[src/hw/rtl/assert_macros.svh]
// assertion macros shared by the rtl files
// clocked on clk_i and disabled while rst_ni is low
`ifndef ASSERT_MACROS_SVH
`define ASSERT_MACROS_SVH

// same-cycle implication
`define ASSERT_IMPL(lbl, ante, cons) \
  lbl: assert property (@(posedge clk_i) disable iff (!rst_ni) (ante) |-> (cons)) \
    else $error("same-cycle check failed");

// next-cycle implication
`define ASSERT_NEXT(lbl, ante, cons) \
  lbl: assert property (@(posedge clk_i) disable iff (!rst_ni) (ante) |=> (cons)) \
    else $error("next-cycle check failed");

`endif

[src/hw/rtl/teh_pkg.sv]
// shared types for the timed event heap scheduler
// command and status structs between controller and datapath; no dependencies
package teh_pkg;

  localparam int ID_W   = 4;
  localparam int TIME_W = 64;

  typedef enum logic [1:0] {
    ACT_RUN = 2'd0,
    ACT_ADD = 2'd1,
    ACT_DEL = 2'd2,
    ACT_NOP = 2'd3
  } act_e;

  typedef enum logic [2:0] {
    ST_FIRED     = 3'd0,
    ST_ADDED     = 3'd1,
    ST_DELETED   = 3'd2,
    ST_IGNORED   = 3'd3,
    ST_FULL      = 3'd4,
    ST_PER_DEL   = 3'd5,
    ST_SCHEDULED = 3'd6,
    ST_ZERO_PER  = 3'd7
  } status_e;

  // heap read address source
  typedef enum logic [2:0] {
    HA_ZERO   = 3'd0,
    HA_TAIL   = 3'd1,
    HA_LEFT   = 3'd2,
    HA_RIGHT  = 3'd3,
    HA_PARENT = 3'd4
  } hsel_e;

  // slot written into the hole
  typedef enum logic [1:0] {
    WS_CAND = 2'd0,
    WS_READ = 2'd1,
    WS_HOLE = 2'd2
  } wsel_e;

  // output word source
  typedef enum logic [1:0] {
    EM_SINGLE = 2'd0,
    EM_PEND   = 2'd1,
    EM_NONE   = 2'd2
  } esel_e;

  typedef struct packed {
    logic    load;
    logic    run_init;
    logic    add_init;
    logic    prd_en;
    logic    del_init;
    logic    hrd_en;
    hsel_e   hsel;
    logic    drd_en;
    logic    ld_x_slot;
    logic    ld_x_key;
    logic    dn_begin;
    logic    take_l;
    logic    take_r;
    logic    mv_we;
    wsel_e   wsel;
    logic    n_to_s;
    logic    n_to_p;
    logic    ld_head;
    logic    fire;
    logic    rearm;
    logic    remove;
    logic    emit;
    esel_e   esel;
    status_e code;
    logic    more;
    logic    last;
  } cmd_t;

  typedef struct packed {
    act_e act;
    logic ev_ok;
    logic sched;
    logic periodic;
    logic bad_period;
    logic full;
    logic cnt_zero;
    logic last_one;
    logic l_ok;
    logic r_ok;
    logic n_zero;
    logic found;
    logic at_start;
    logic key_le;
    logic head_due;
    logic cap;
    logic pend;
    logic idx_tail;
    logic out_free;
  } sts_t;

endpackage

[src/hw/rtl/timed_event_heap_scheduler.sv]
// channel | handshake              | word
// in      | in_valid_i / in_stall_o | action, time_now, event_id, delay, periodic
// out     | out_valid_o / out_stall_i | fired_id, status, latency, more_due, last
//
// one item at a time; add, delete and each firing of a run are paced by the
// single read port of the heap and due-time memories (one heap level per
// sift iteration)
// a run gives one word per firing, at most MAX_FIRES, or one word if nothing is due
// rst_ni clears the event count and slot flags; no clearing pass is needed
// out_stall_i holds the sequencer only where it has a word to deliver
`include "assert_macros.svh"

module timed_event_heap_scheduler #(
  parameter int NUM_EVENTS = 16,
  parameter int MAX_FIRES  = 64
) (
  input  logic                        clk_i,
  input  logic                        rst_ni,
  input  logic                        in_valid_i,
  output logic                        in_stall_o,
  input  logic [1:0]                  action_i,
  input  logic [teh_pkg::TIME_W-1:0]  time_now_i,
  input  logic [teh_pkg::ID_W-1:0]    event_id_i,
  input  logic [teh_pkg::TIME_W-1:0]  delay_i,
  input  logic                        periodic_i,
  output logic                        out_valid_o,
  input  logic                        out_stall_i,
  output logic [teh_pkg::ID_W-1:0]    fired_id_o,
  output logic [2:0]                  status_o,
  output logic [teh_pkg::TIME_W-1:0]  latency_o,
  output logic                        more_due_o,
  output logic                        last_o
);
  import teh_pkg::*;

  cmd_t cmd;
  sts_t sts;

  teh_ctrl u_ctrl (
    .clk_i      (clk_i),
    .rst_ni     (rst_ni),
    .in_valid_i (in_valid_i),
    .in_stall_o (in_stall_o),
    .sts_i      (sts),
    .cmd_o      (cmd)
  );

  teh_dpath #(
    .NUM_EVENTS (NUM_EVENTS),
    .MAX_FIRES  (MAX_FIRES)
  ) u_dpath (
    .clk_i       (clk_i),
    .rst_ni      (rst_ni),
    .action_i    (action_i),
    .time_now_i  (time_now_i),
    .event_id_i  (event_id_i),
    .delay_i     (delay_i),
    .periodic_i  (periodic_i),
    .cmd_i       (cmd),
    .sts_o       (sts),
    .out_stall_i (out_stall_i),
    .out_valid_o (out_valid_o),
    .fired_id_o  (fired_id_o),
    .status_o    (status_o),
    .latency_o   (latency_o),
    .more_due_o  (more_due_o),
    .last_o      (last_o)
  );

  `ASSERT_NEXT(a_busy_after_accept, in_valid_i && !in_stall_o, in_stall_o)
  `ASSERT_IMPL(a_emit_needs_room, cmd.emit, sts.out_free)
  `ASSERT_IMPL(a_more_on_final_fire, out_valid_o && more_due_o, last_o && (status_o == ST_FIRED))
  `ASSERT_IMPL(a_single_word_final, out_valid_o && (status_o != ST_FIRED), last_o && (latency_o == '0))

endmodule

[src/hw/rtl/teh_dpath.sv]
// datapath of the timed event heap scheduler: heap, due-time and position memories,
// per-slot flags, sift registers and the output register; uses teh_pkg
module teh_dpath #(
  parameter int NUM_EVENTS = 16,
  parameter int MAX_FIRES  = 64
) (
  input  logic                        clk_i,
  input  logic                        rst_ni,
  input  logic [1:0]                  action_i,
  input  logic [teh_pkg::TIME_W-1:0]  time_now_i,
  input  logic [teh_pkg::ID_W-1:0]    event_id_i,
  input  logic [teh_pkg::TIME_W-1:0]  delay_i,
  input  logic                        periodic_i,
  input  teh_pkg::cmd_t               cmd_i,
  output teh_pkg::sts_t               sts_o,
  input  logic                        out_stall_i,
  output logic                        out_valid_o,
  output logic [teh_pkg::ID_W-1:0]    fired_id_o,
  output logic [2:0]                  status_o,
  output logic [teh_pkg::TIME_W-1:0]  latency_o,
  output logic                        more_due_o,
  output logic                        last_o
);
  import teh_pkg::*;

  // event_id is four bits wide, so no more than sixteen slots can ever be used
  localparam int SLOTS = (NUM_EVENTS < (1 << ID_W)) ? NUM_EVENTS : (1 << ID_W);
  localparam int PW    = $clog2(SLOTS);
  localparam int CW    = $clog2(SLOTS + 1);
  localparam int FW    = $clog2(MAX_FIRES + 1);
  localparam int IXW   = PW + 2;

  act_e              act_q;
  logic [TIME_W-1:0] now_q, dly_q;
  logic [ID_W-1:0]   ev_q;
  logic              per_q;

  logic [CW-1:0]     cnt_q;
  logic [PW-1:0]     n_q, start_q, s_q, ss_q, xs_q, hs_q, pid_q;
  logic [TIME_W-1:0] xk_q, sk_q, plat_q;
  logic              found_q, pend_q;
  logic [FW-1:0]     fires_q;

  logic [PW-1:0]     heap_mem [SLOTS];
  logic [TIME_W-1:0] due_mem  [SLOTS];
  logic [PW-1:0]     pos_mem  [SLOTS];
  logic [PW-1:0]     hrd_q, prd_q;
  logic [TIME_W-1:0] drd_q;

  logic [TIME_W-1:0] period_q [SLOTS];
  logic [SLOTS-1:0]  perd_q, sched_q;

  logic              out_valid_q;
  logic [ID_W-1:0]   out_id_q;
  status_e           out_st_q;
  logic [TIME_W-1:0] out_lat_q;
  logic              out_more_q, out_last_q;

  logic [IXW-1:0]    l_ix, r_ix;
  logic [PW-1:0]     nm1, p_ix, tail_ix, hrd_addr, sel_ix, ev_ix, wslot;
  logic [CW-1:0]     cnt_m1;
  logic              ev_ok, out_free, due_we;
  logic [TIME_W-1:0] sum_add, sum_rearm, lat, due_wdata;
  logic [PW-1:0]     due_waddr;
  logic              l_less, r_less;

  assign ev_ix   = ev_q[PW-1:0];
  assign l_ix    = {1'b0, n_q, 1'b1};
  assign r_ix    = l_ix + IXW'(1);
  assign nm1     = n_q - PW'(1);
  assign p_ix    = nm1 >> 1;
  assign cnt_m1  = cnt_q - CW'(1);
  assign tail_ix = cnt_m1[PW-1:0];
  assign ev_ok   = {1'b0, ev_q} < (ID_W + 1)'(SLOTS);
  assign sel_ix  = (act_q == ACT_RUN) ? hs_q : ev_ix;

  assign sum_add   = now_q + dly_q;
  assign sum_rearm = drd_q + period_q[sel_ix];
  assign lat       = now_q - drd_q;
  assign l_less    = drd_q < sk_q;
  assign r_less    = drd_q < sk_q;

  assign due_we    = cmd_i.add_init | cmd_i.rearm;
  assign due_waddr = cmd_i.add_init ? ev_ix : hs_q;
  assign due_wdata = cmd_i.add_init ? sum_add : sum_rearm;
  assign out_free  = !out_valid_q || !out_stall_i;

  always_comb begin
    case (cmd_i.hsel)
      HA_ZERO:   hrd_addr = '0;
      HA_TAIL:   hrd_addr = tail_ix;
      HA_LEFT:   hrd_addr = l_ix[PW-1:0];
      HA_RIGHT:  hrd_addr = r_ix[PW-1:0];
      HA_PARENT: hrd_addr = p_ix;
      default:   hrd_addr = '0;
    endcase
  end

  always_comb begin
    case (cmd_i.wsel)
      WS_CAND: wslot = ss_q;
      WS_READ: wslot = hrd_q;
      WS_HOLE: wslot = xs_q;
      default: wslot = xs_q;
    endcase
  end

  // memories, one read and one write port each, registered read data
  always_ff @(posedge clk_i) begin
    if (cmd_i.hrd_en) hrd_q <= heap_mem[hrd_addr];
    if (cmd_i.drd_en) drd_q <= due_mem[hrd_q];
    if (cmd_i.prd_en) prd_q <= pos_mem[ev_ix];
    if (cmd_i.mv_we) begin
      heap_mem[n_q]  <= wslot;
      pos_mem[wslot] <= n_q;
    end
    if (due_we) due_mem[due_waddr] <= due_wdata;
  end

  // payload registers
  always_ff @(posedge clk_i) begin
    if (cmd_i.load) begin
      act_q <= act_e'(action_i);
      now_q <= time_now_i;
      ev_q  <= event_id_i;
      dly_q <= delay_i;
      per_q <= periodic_i;
    end
    if (cmd_i.add_init && per_q) period_q[sel_ix] <= dly_q;
    if (cmd_i.add_init) begin
      n_q     <= cnt_q[PW-1:0];
      start_q <= cnt_q[PW-1:0];
      xs_q    <= ev_ix;
      xk_q    <= sum_add;
    end
    if (cmd_i.del_init) begin
      n_q     <= prd_q;
      start_q <= prd_q;
    end
    if (cmd_i.rearm) begin
      n_q     <= '0;
      start_q <= '0;
      xs_q    <= hs_q;
      xk_q    <= sum_rearm;
    end
    if (cmd_i.remove) begin
      n_q     <= '0;
      start_q <= '0;
    end
    if (cmd_i.ld_x_slot) xs_q <= hrd_q;
    if (cmd_i.ld_x_key)  xk_q <= drd_q;
    if (cmd_i.dn_begin) begin
      sk_q <= xk_q;
      s_q  <= n_q;
    end
    if (cmd_i.take_l && l_less) begin
      s_q  <= l_ix[PW-1:0];
      ss_q <= hrd_q;
      sk_q <= drd_q;
    end
    if (cmd_i.take_r && r_less) begin
      s_q  <= r_ix[PW-1:0];
      ss_q <= hrd_q;
      sk_q <= drd_q;
    end
    if (cmd_i.n_to_s) n_q <= s_q;
    if (cmd_i.n_to_p) n_q <= p_ix;
    if (cmd_i.ld_head) hs_q <= hrd_q;
    if (cmd_i.fire) begin
      pid_q  <= hs_q;
      plat_q <= lat;
    end
  end

  // control state
  always_ff @(posedge clk_i or negedge rst_ni) begin
    if (!rst_ni) begin
      cnt_q   <= '0;
      sched_q <= '0;
      perd_q  <= '0;
      found_q <= 1'b0;
      pend_q  <= 1'b0;
      fires_q <= '0;
    end else begin
      if (cmd_i.add_init) begin
        cnt_q           <= cnt_q + CW'(1);
        sched_q[sel_ix] <= 1'b1;
        perd_q[sel_ix]  <= per_q;
      end
      if (cmd_i.del_init || cmd_i.remove) begin
        cnt_q           <= cnt_m1;
        sched_q[sel_ix] <= 1'b0;
      end
      if (cmd_i.dn_begin) found_q <= 1'b0;
      if ((cmd_i.take_l && l_less) || (cmd_i.take_r && r_less)) found_q <= 1'b1;
      if (cmd_i.run_init) begin
        pend_q  <= 1'b0;
        fires_q <= '0;
      end
      if (cmd_i.fire) begin
        pend_q  <= 1'b1;
        fires_q <= fires_q + FW'(1);
      end
    end
  end

  // output register
  always_ff @(posedge clk_i or negedge rst_ni) begin
    if (!rst_ni) begin
      out_valid_q <= 1'b0;
    end else if (cmd_i.emit) begin
      out_valid_q <= 1'b1;
    end else if (!out_stall_i) begin
      out_valid_q <= 1'b0;
    end
  end

  always_ff @(posedge clk_i) begin
    if (cmd_i.emit) begin
      case (cmd_i.esel)
        EM_SINGLE: begin
          out_id_q   <= (act_q == ACT_NOP) ? '0 : ev_q;
          out_st_q   <= cmd_i.code;
          out_lat_q  <= '0;
          out_more_q <= 1'b0;
          out_last_q <= 1'b1;
        end
        EM_PEND: begin
          out_id_q   <= ID_W'(pid_q);
          out_st_q   <= ST_FIRED;
          out_lat_q  <= plat_q;
          out_more_q <= cmd_i.more;
          out_last_q <= cmd_i.last;
        end
        default: begin
          out_id_q   <= '0;
          out_st_q   <= ST_IGNORED;
          out_lat_q  <= '0;
          out_more_q <= 1'b0;
          out_last_q <= 1'b1;
        end
      endcase
    end
  end

  assign out_valid_o = out_valid_q;
  assign fired_id_o  = out_id_q;
  assign status_o    = out_st_q;
  assign latency_o   = out_lat_q;
  assign more_due_o  = out_more_q;
  assign last_o      = out_last_q;

  always_comb begin
    sts_o.act        = act_q;
    sts_o.ev_ok      = ev_ok;
    sts_o.sched      = sched_q[sel_ix] && ((act_q == ACT_RUN) || ev_ok);
    sts_o.periodic   = perd_q[sel_ix] && ((act_q == ACT_RUN) || ev_ok);
    sts_o.bad_period = per_q && (dly_q == '0);
    sts_o.full       = cnt_q >= CW'(SLOTS);
    sts_o.cnt_zero   = cnt_q == '0;
    sts_o.last_one   = cnt_q == CW'(1);
    sts_o.l_ok       = l_ix < IXW'(cnt_q);
    sts_o.r_ok       = r_ix < IXW'(cnt_q);
    sts_o.n_zero     = n_q == '0;
    sts_o.found      = found_q;
    sts_o.at_start   = n_q == start_q;
    sts_o.key_le     = drd_q <= xk_q;
    sts_o.head_due   = (cnt_q != '0) && (drd_q <= now_q);
    sts_o.cap        = fires_q == FW'(MAX_FIRES);
    sts_o.pend       = pend_q;
    sts_o.idx_tail   = prd_q == tail_ix;
    sts_o.out_free   = out_free;
  end

endmodule

[src/hw/rtl/teh_ctrl.sv]
// controller of the timed event heap scheduler: one-hot sequencer for
// add, delete, run and the sift loops; uses teh_pkg
module teh_ctrl (
  input  logic          clk_i,
  input  logic          rst_ni,
  input  logic          in_valid_i,
  output logic          in_stall_o,
  input  teh_pkg::sts_t sts_i,
  output teh_pkg::cmd_t cmd_o
);
  import teh_pkg::*;

  typedef enum logic [19:0] {
    S_IDLE    = 20'h00001,
    S_DECODE  = 20'h00002,
    S_DEL_POS = 20'h00004,
    S_DEL_RDX = 20'h00008,
    S_DEL_RDK = 20'h00010,
    S_DN_L    = 20'h00020,
    S_DN_LS   = 20'h00040,
    S_DN_LK   = 20'h00080,
    S_DN_RS   = 20'h00100,
    S_DN_RK   = 20'h00200,
    S_DN_DEC  = 20'h00400,
    S_DN_END  = 20'h00800,
    S_UP_CHK  = 20'h01000,
    S_UP_RS   = 20'h02000,
    S_UP_PK   = 20'h04000,
    S_PLACE   = 20'h08000,
    S_FIN     = 20'h10000,
    S_RUN_RD0 = 20'h20000,
    S_RUN_RD1 = 20'h40000,
    S_RUN_CHK = 20'h80000
  } state_e;

  state_e  state_q, state_d;
  logic    err;
  status_e err_code;
  logic    go;

  assign in_stall_o = (state_q != S_IDLE);
  assign go         = sts_i.head_due && !sts_i.cap;

  always_comb begin
    err      = 1'b0;
    err_code = ST_IGNORED;
    case (sts_i.act)
      ACT_ADD: begin
        if (!sts_i.ev_ok) begin
          err = 1'b1;
        end else if (sts_i.sched) begin
          err = 1'b1; err_code = ST_SCHEDULED;
        end else if (sts_i.bad_period) begin
          err = 1'b1; err_code = ST_ZERO_PER;
        end else if (sts_i.full) begin
          err = 1'b1; err_code = ST_FULL;
        end
      end
      ACT_DEL: begin
        if (!sts_i.ev_ok || !sts_i.sched) begin
          err = 1'b1;
        end else if (sts_i.periodic) begin
          err = 1'b1; err_code = ST_PER_DEL;
        end
      end
      ACT_NOP: err = 1'b1;
      default: err = 1'b0;
    endcase
  end

  always_comb begin
    cmd_o   = '0;
    state_d = state_q;
    case (state_q)
      S_IDLE: begin
        if (in_valid_i) begin
          cmd_o.load = 1'b1;
          state_d    = S_DECODE;
        end
      end
      S_DECODE: begin
        if (err) begin
          if (sts_i.out_free) begin
            cmd_o.emit = 1'b1;
            cmd_o.esel = EM_SINGLE;
            cmd_o.code = err_code;
            state_d    = S_IDLE;
          end
        end else if (sts_i.act == ACT_RUN) begin
          cmd_o.run_init = 1'b1;
          state_d        = S_RUN_RD0;
        end else if (sts_i.act == ACT_ADD) begin
          cmd_o.add_init = 1'b1;
          state_d        = S_UP_CHK;
        end else begin
          cmd_o.prd_en = 1'b1;
          state_d      = S_DEL_POS;
        end
      end
      S_DEL_POS: begin
        cmd_o.del_init = 1'b1;
        if (sts_i.idx_tail) begin
          state_d = S_FIN;
        end else begin
          cmd_o.hrd_en = 1'b1;
          cmd_o.hsel   = HA_TAIL;
          state_d      = S_DEL_RDX;
        end
      end
      S_DEL_RDX: begin
        cmd_o.ld_x_slot = 1'b1;
        cmd_o.drd_en    = 1'b1;
        state_d         = S_DEL_RDK;
      end
      S_DEL_RDK: begin
        cmd_o.ld_x_key = 1'b1;
        state_d        = S_DN_L;
      end
      S_DN_L: begin
        cmd_o.dn_begin = 1'b1;
        if (sts_i.l_ok) begin
          cmd_o.hrd_en = 1'b1;
          cmd_o.hsel   = HA_LEFT;
          state_d      = S_DN_LS;
        end else begin
          state_d = S_DN_END;
        end
      end
      S_DN_LS: begin
        cmd_o.drd_en = 1'b1;
        state_d      = S_DN_LK;
      end
      S_DN_LK: begin
        cmd_o.take_l = 1'b1;
        if (sts_i.r_ok) begin
          cmd_o.hrd_en = 1'b1;
          cmd_o.hsel   = HA_RIGHT;
          state_d      = S_DN_RS;
        end else begin
          state_d = S_DN_DEC;
        end
      end
      S_DN_RS: begin
        cmd_o.drd_en = 1'b1;
        state_d      = S_DN_RK;
      end
      S_DN_RK: begin
        cmd_o.take_r = 1'b1;
        state_d      = S_DN_DEC;
      end
      S_DN_DEC: begin
        if (sts_i.found) begin
          cmd_o.mv_we  = 1'b1;
          cmd_o.wsel   = WS_CAND;
          cmd_o.n_to_s = 1'b1;
          state_d      = S_DN_L;
        end else begin
          state_d = S_DN_END;
        end
      end
      // an entry that did not move down may still have to move up
      S_DN_END: state_d = sts_i.at_start ? S_UP_CHK : S_PLACE;
      S_UP_CHK: begin
        if (sts_i.n_zero) begin
          state_d = S_PLACE;
        end else begin
          cmd_o.hrd_en = 1'b1;
          cmd_o.hsel   = HA_PARENT;
          state_d      = S_UP_RS;
        end
      end
      S_UP_RS: begin
        cmd_o.drd_en = 1'b1;
        state_d      = S_UP_PK;
      end
      S_UP_PK: begin
        if (sts_i.key_le) begin
          state_d = S_PLACE;
        end else begin
          cmd_o.mv_we  = 1'b1;
          cmd_o.wsel   = WS_READ;
          cmd_o.n_to_p = 1'b1;
          state_d      = S_UP_CHK;
        end
      end
      S_PLACE: begin
        cmd_o.mv_we = 1'b1;
        cmd_o.wsel  = WS_HOLE;
        state_d     = (sts_i.act == ACT_RUN) ? S_RUN_RD0 : S_FIN;
      end
      S_FIN: begin
        if (sts_i.out_free) begin
          cmd_o.emit = 1'b1;
          cmd_o.esel = EM_SINGLE;
          cmd_o.code = (sts_i.act == ACT_ADD) ? ST_ADDED : ST_DELETED;
          state_d    = S_IDLE;
        end
      end
      S_RUN_RD0: begin
        if (sts_i.cnt_zero) begin
          state_d = S_RUN_CHK;
        end else begin
          cmd_o.hrd_en = 1'b1;
          cmd_o.hsel   = HA_ZERO;
          state_d      = S_RUN_RD1;
        end
      end
      S_RUN_RD1: begin
        cmd_o.ld_head = 1'b1;
        cmd_o.drd_en  = 1'b1;
        state_d       = S_RUN_CHK;
      end
      S_RUN_CHK: begin
        if (go) begin
          // the previous firing goes out once it is known not to be the final word
          if (!sts_i.pend || sts_i.out_free) begin
            cmd_o.emit = sts_i.pend;
            cmd_o.esel = EM_PEND;
            cmd_o.fire = 1'b1;
            if (sts_i.periodic) begin
              cmd_o.rearm = 1'b1;
              state_d     = S_DN_L;
            end else begin
              cmd_o.remove = 1'b1;
              if (sts_i.last_one) begin
                state_d = S_RUN_RD0;
              end else begin
                cmd_o.hrd_en = 1'b1;
                cmd_o.hsel   = HA_TAIL;
                state_d      = S_DEL_RDX;
              end
            end
          end
        end else if (sts_i.out_free) begin
          cmd_o.emit = 1'b1;
          cmd_o.esel = sts_i.pend ? EM_PEND : EM_NONE;
          cmd_o.more = sts_i.head_due;
          cmd_o.last = 1'b1;
          state_d    = S_IDLE;
        end
      end
      default: state_d = S_IDLE;
    endcase
  end

  always_ff @(posedge clk_i or negedge rst_ni) begin
    if (!rst_ni) begin
      state_q <= S_IDLE;
    end else begin
      state_q <= state_d;
    end
  end

endmodule

[config.mk]
export PLATFORM = sky130hd
export DESIGN_NAME = timed_event_heap_scheduler
export DESIGN_NICKNAME = d
export VERILOG_FILES = /design/src/hw/rtl/teh_pkg.sv /design/src/hw/rtl/timed_event_heap_scheduler.sv /design/src/hw/rtl/teh_dpath.sv /design/src/hw/rtl/teh_ctrl.sv
export VERILOG_INCLUDE_DIRS = /design/src /design/src/hw/rtl
export SDC_FILE = /design/constraint.sdc
export NUM_CORES = 2
export LEC_CHECK = 0
export BUFFER_PORTS_ARGS = -buffer_cell sky130_fd_sc_hd__buf_4
export CAP_MARGIN = 20
export CORE_MARGIN = 2
export CORE_UTILIZATION = 57
export DETAILED_ROUTE_END_ITERATION = 8
export GPL_TIMING_DRIVEN = 0
export PLACE_DENSITY = 0.87
export SYNTH_ARGS = -nofsm -noshare
export SYNTH_HDL_FRONTEND = slang
export SYNTH_SLANG_ARGS = --single-unit
[constraint.sdc]
create_clock -name clk_i -period 8.65 [get_ports clk_i]
set_input_delay 1.2975 -clock clk_i [delete_from_list [all_inputs] [get_ports clk_i]]
set_output_delay 1.2975 -clock clk_i [all_outputs]
set_load 0.01 [all_outputs]
==> reports/results.tsv <==
stage	metric	value	unit
floorplanning	die-area	212000	sq um
floorplanning	start_util	57.3	%
sta	layout_min_cycle_time	8.53	ns
critical_path	crit_family	compound AO/OA/AOI/OAI gates	
logic_synthesis	ys_async_sr_fraction	2.44	%
clocking	clock_tree.root_cell	clkbuf_16	
status	status	complete, but fails checks	
clocking	cts_tree	yes	
floorplanning	die_h	460	um
floorplanning	core	207000	sq um
sta	finClkSkew	0.0662	ns
place	hpwl	265	mm
sta	setup_viol	0	
logic_synthesis	synth_edf_count	2671	
power_and_ir_drop	p_leak	46.7	nW
floorplanning	fp-row-count	167	
finish	syn_to_final_growth	14.6	%
clocking	clock_latency	0.98	ns
floorplanning	pin_count	214	
place	placed_cell_area	126000	sq um
power_and_ir_drop	vdd_drop_max	0.000233	V
power_and_ir_drop	p_per_area	297	nW/um^2
clocking	path_clk_slew	0.06	ns
route	avgRoutedWirePerCell	37.8	um
status	violations	design-rule violations	
critical_path	cpPeakStageDelay	0.83	ns
logic_synthesis	synth_cells	7086	
clocking	clock_sinks	2743	
route	vias	76900	
logic_synthesis	synth_fp_nets	7569	
critical_path	crit_fanout	17	
clocking	htreeDepth	5	
route	ant_nets	0	
critical_path	end_kind	flop	
sta	finalCritPeriodShare	98.6	%
critical_path	path_class	flop to flop	
place	placed_cells	10200	
route	viasPerCell	7.14	
critical_path	crit_start	u_dpath.act_q[0]$_DFFE_PP_	
place	gp_congestion	0.970	
logic_synthesis	synth-seq-cells	2743	
grt	antenna_found_initial	23	
critical_path	timing.rr.start	u_dpath.act_q[0]$_DFFE_PP_	
floorplanning	chipWidth	460	um
sta	whs	0.448	ns
sta	hold_viol_final	0	
grt	grt_start_max_net_pins	68	
route	remaining_drc_errors	2	
place	port_buffers	213	
grt	grt_pass1_wl	556	mm
critical_path	crit_buf_inv	5	
finish	fin_cells	10800	
logic_synthesis	syn_avg_cell_area	16.8	sq um
critical_path	startpoint_type	flop	
sta	worst_pin_slew	1.30	ns
finish	fin_area	136000	sq um
critical_path	critical_path_cell_count	23	
critical_path	cp_slowest_cell	clkbuf_1	
sta	fmax	0.117	GHz
critical_path	r2r_cells	23	
grt	first_global_vias	74500	
sta	rsz0062_at_grt	no	
logic_synthesis	synth.distinct_cells	89	
logic_synthesis	syn_area	119000	sq um
clocking	cts_inserted_buffers	286	
sta	slew_headroom	13.4	%
grt	overflow	0	
clocking	cts.path.max_buffers	4	
route	drt_iter0_drc	13500	
hold_path	hold_class	input pin to asynchronous set/reset pin	
sta	setup_ws	0.122	ns
finish	drive_above_1_share	19.4	%
finish	fin_nets	8265	
critical_path	cp.arrival	9.23	ns
critical_path	required	9.35	ns
finish	fin_util	65.7	%
place	pre_cts_ws	-1.18	ns
logic_synthesis	ys_seq_area_share	69.1	%
grt	grt_use_total	37.7	%
route	drt-pass1-iter-count	9	
finish	final_cell_mix	edfxtp_1 (2671), mux4_2 (604), nand2_1 (357)	
critical_path	cp_cell_sequence	inv_1 > ha_1 > buf_2 > mux2_2 > clkbuf_1 > clkbuf_1 > mux4_2 > o22ai_1 > nor2_1 > ha_1 > and3_1 > and3_1 > nor2b_1 > a221o_1 > a31oi_4 > o221ai_1 > a21oi_2 > o31ai_4 > a21o_1 > a41oi_1 > xor2_1 > o21ai_1 > buf_4	
logic_synthesis	yosys_warnings	0	
flow_run	max_cap_viol_count	0	
finish	final_common_cell	edfxtp_1	
logic_synthesis	synth_ff_type	edfxtp_1	
sta	drv_slew	0	
route	wl	408	mm
==> worst paths after layout <==
path	to	slack, ns
worst max-delay path	u_dpath.due_mem[15][62]$_DFFE_PP_	0.12
worst min-delay path	u_ctrl.state_q[1]$_DFFE_PN0P_	0.45
worst max register to register	u_dpath.due_mem[15][62]$_DFFE_PP_	0.12
worst min register to register	u_dpath.fires_q[6]$_DFFE_PN0P_	0.49
max in group asynchronous	u_dpath.perd_q[9]$_DFFE_PN0P_	7.55
min in group clk_i	u_dpath.dly_q[28]$_DFFE_PP_	0.49
==> cells in the mapped netlist (69+ instances only) <==
| cell type | instances | area share, % |
|---|---|---|
| a21oi_1 | 302 | 1.3 |
| nand3_1 | 81 | 0.34 |
| xor2_1 | 91 | 0.67 |
| edfxtp_1 | 2671 | 68 |
| nor2_1 | 333 | 1.1 |
| nand2_1 | 359 | 1.1 |
| a21o_1 | 160 | 1.0 |
| o21ai_0 | 318 | 1.3 |
| ha_1 | 341 | 3.6 |
| inv_1 | 273 | 0.86 |
| xnor2_1 | 108 | 0.80 |
| nand4_1 | 74 | 0.39 |
| mux4_2 | 604 | 11 |
| buf_1 | 69 | 0.22 |
| clkbuf_1 | 230 | 0.73 |
| and2_1 | 80 | 0.42 |
| o22ai_1 | 147 | 0.77 |
==> final cells by class <==
cell class                      count  area [sq um]
Inverter                          275          1040
Timing Repair Buffer              409          4500
Multi-Input combinational cell   3748         34800
Antenna cell                        7          17.5
Sequential cell                  2743         82000
Tap cell                         2788          3490
Clock inverter                    146          1350
Fill cell                       13100         71000
Clock buffer                      339          7500
Buffer                            319          1320
==> cells by family (layout without fill, tap and decap cells) <==
kind of cell    count (synthesis)  in the layout  synth area share [%]
flops                        2743           2743                  69.1
buf+inv                       595           1488                  1.92
fa+ha+maj                     344            344                  3.64
xor+xnor                      199            199                  1.47
other cells                     0              7                     0
simple gates                 1223           1223                  4.96
mux                           647            647                  11.8
compound gates               1335           1335                  7.11
==> where the power goes <==
group	internal, mW	switching [mW]	leakage [nW]	total [mW]
logic	3.32	7.12	17.4	10.4
clock network	6.90	5.30	4.33	12.2
registers	17.0	0.723	25.0	17.7
total	27.2	13.1	46.7	40.4
==> state kept, by name, summed over array words and instances (netlist names), 5 cells and up <==
signal             cells
u_dpath.due_mem     1024
u_dpath.period_q    1024
u_dpath.dly_q         64
u_dpath.drd_q         64
u_dpath.heap_mem      64
u_dpath.latency_o     64
u_dpath.now_q         64
u_dpath.plat_q        64
u_dpath.pos_mem       64
u_dpath.sk_q          64
u_dpath.xk_q          64
u_ctrl.state_q        20
u_dpath.perd_q        16
u_dpath.sched_q       16
u_dpath.fires_q        7
u_dpath.cnt_q          5
==> metrics by stage <==
stage	setup TNS [ns]	total power, mW
2_1_floorplan	0	23.3
3_3_place_gp	-5881.18	26.7
3_5_place_dp	-238.46	27.6
4_1_cts	0	39.7
5_1_grt	0	41.3
6_report	0	40.4
==> routing by layer <==
layer | vias to the layer above | routed length (um) | track usage, %
li1 | 29800 | - | -
met3 | 1550 | 50000 | 8.59
met4 | 22 | 30600 | 22.5
met1 | 38300 | 136000 | 48.2
met5 | - | 125 | 0
met2 | 7191 | 191000 | 59.6
==> repair_timing <==
action                     4_1_cts  5_1_grt
pin swaps                        1        1
gates cloned                     0        0
hold buffers                     0        0
gates resized for setup         33       38
setup buffers                    1        1
setup endpoints to repair      473      248
Power figures use the tool's default switching activity.
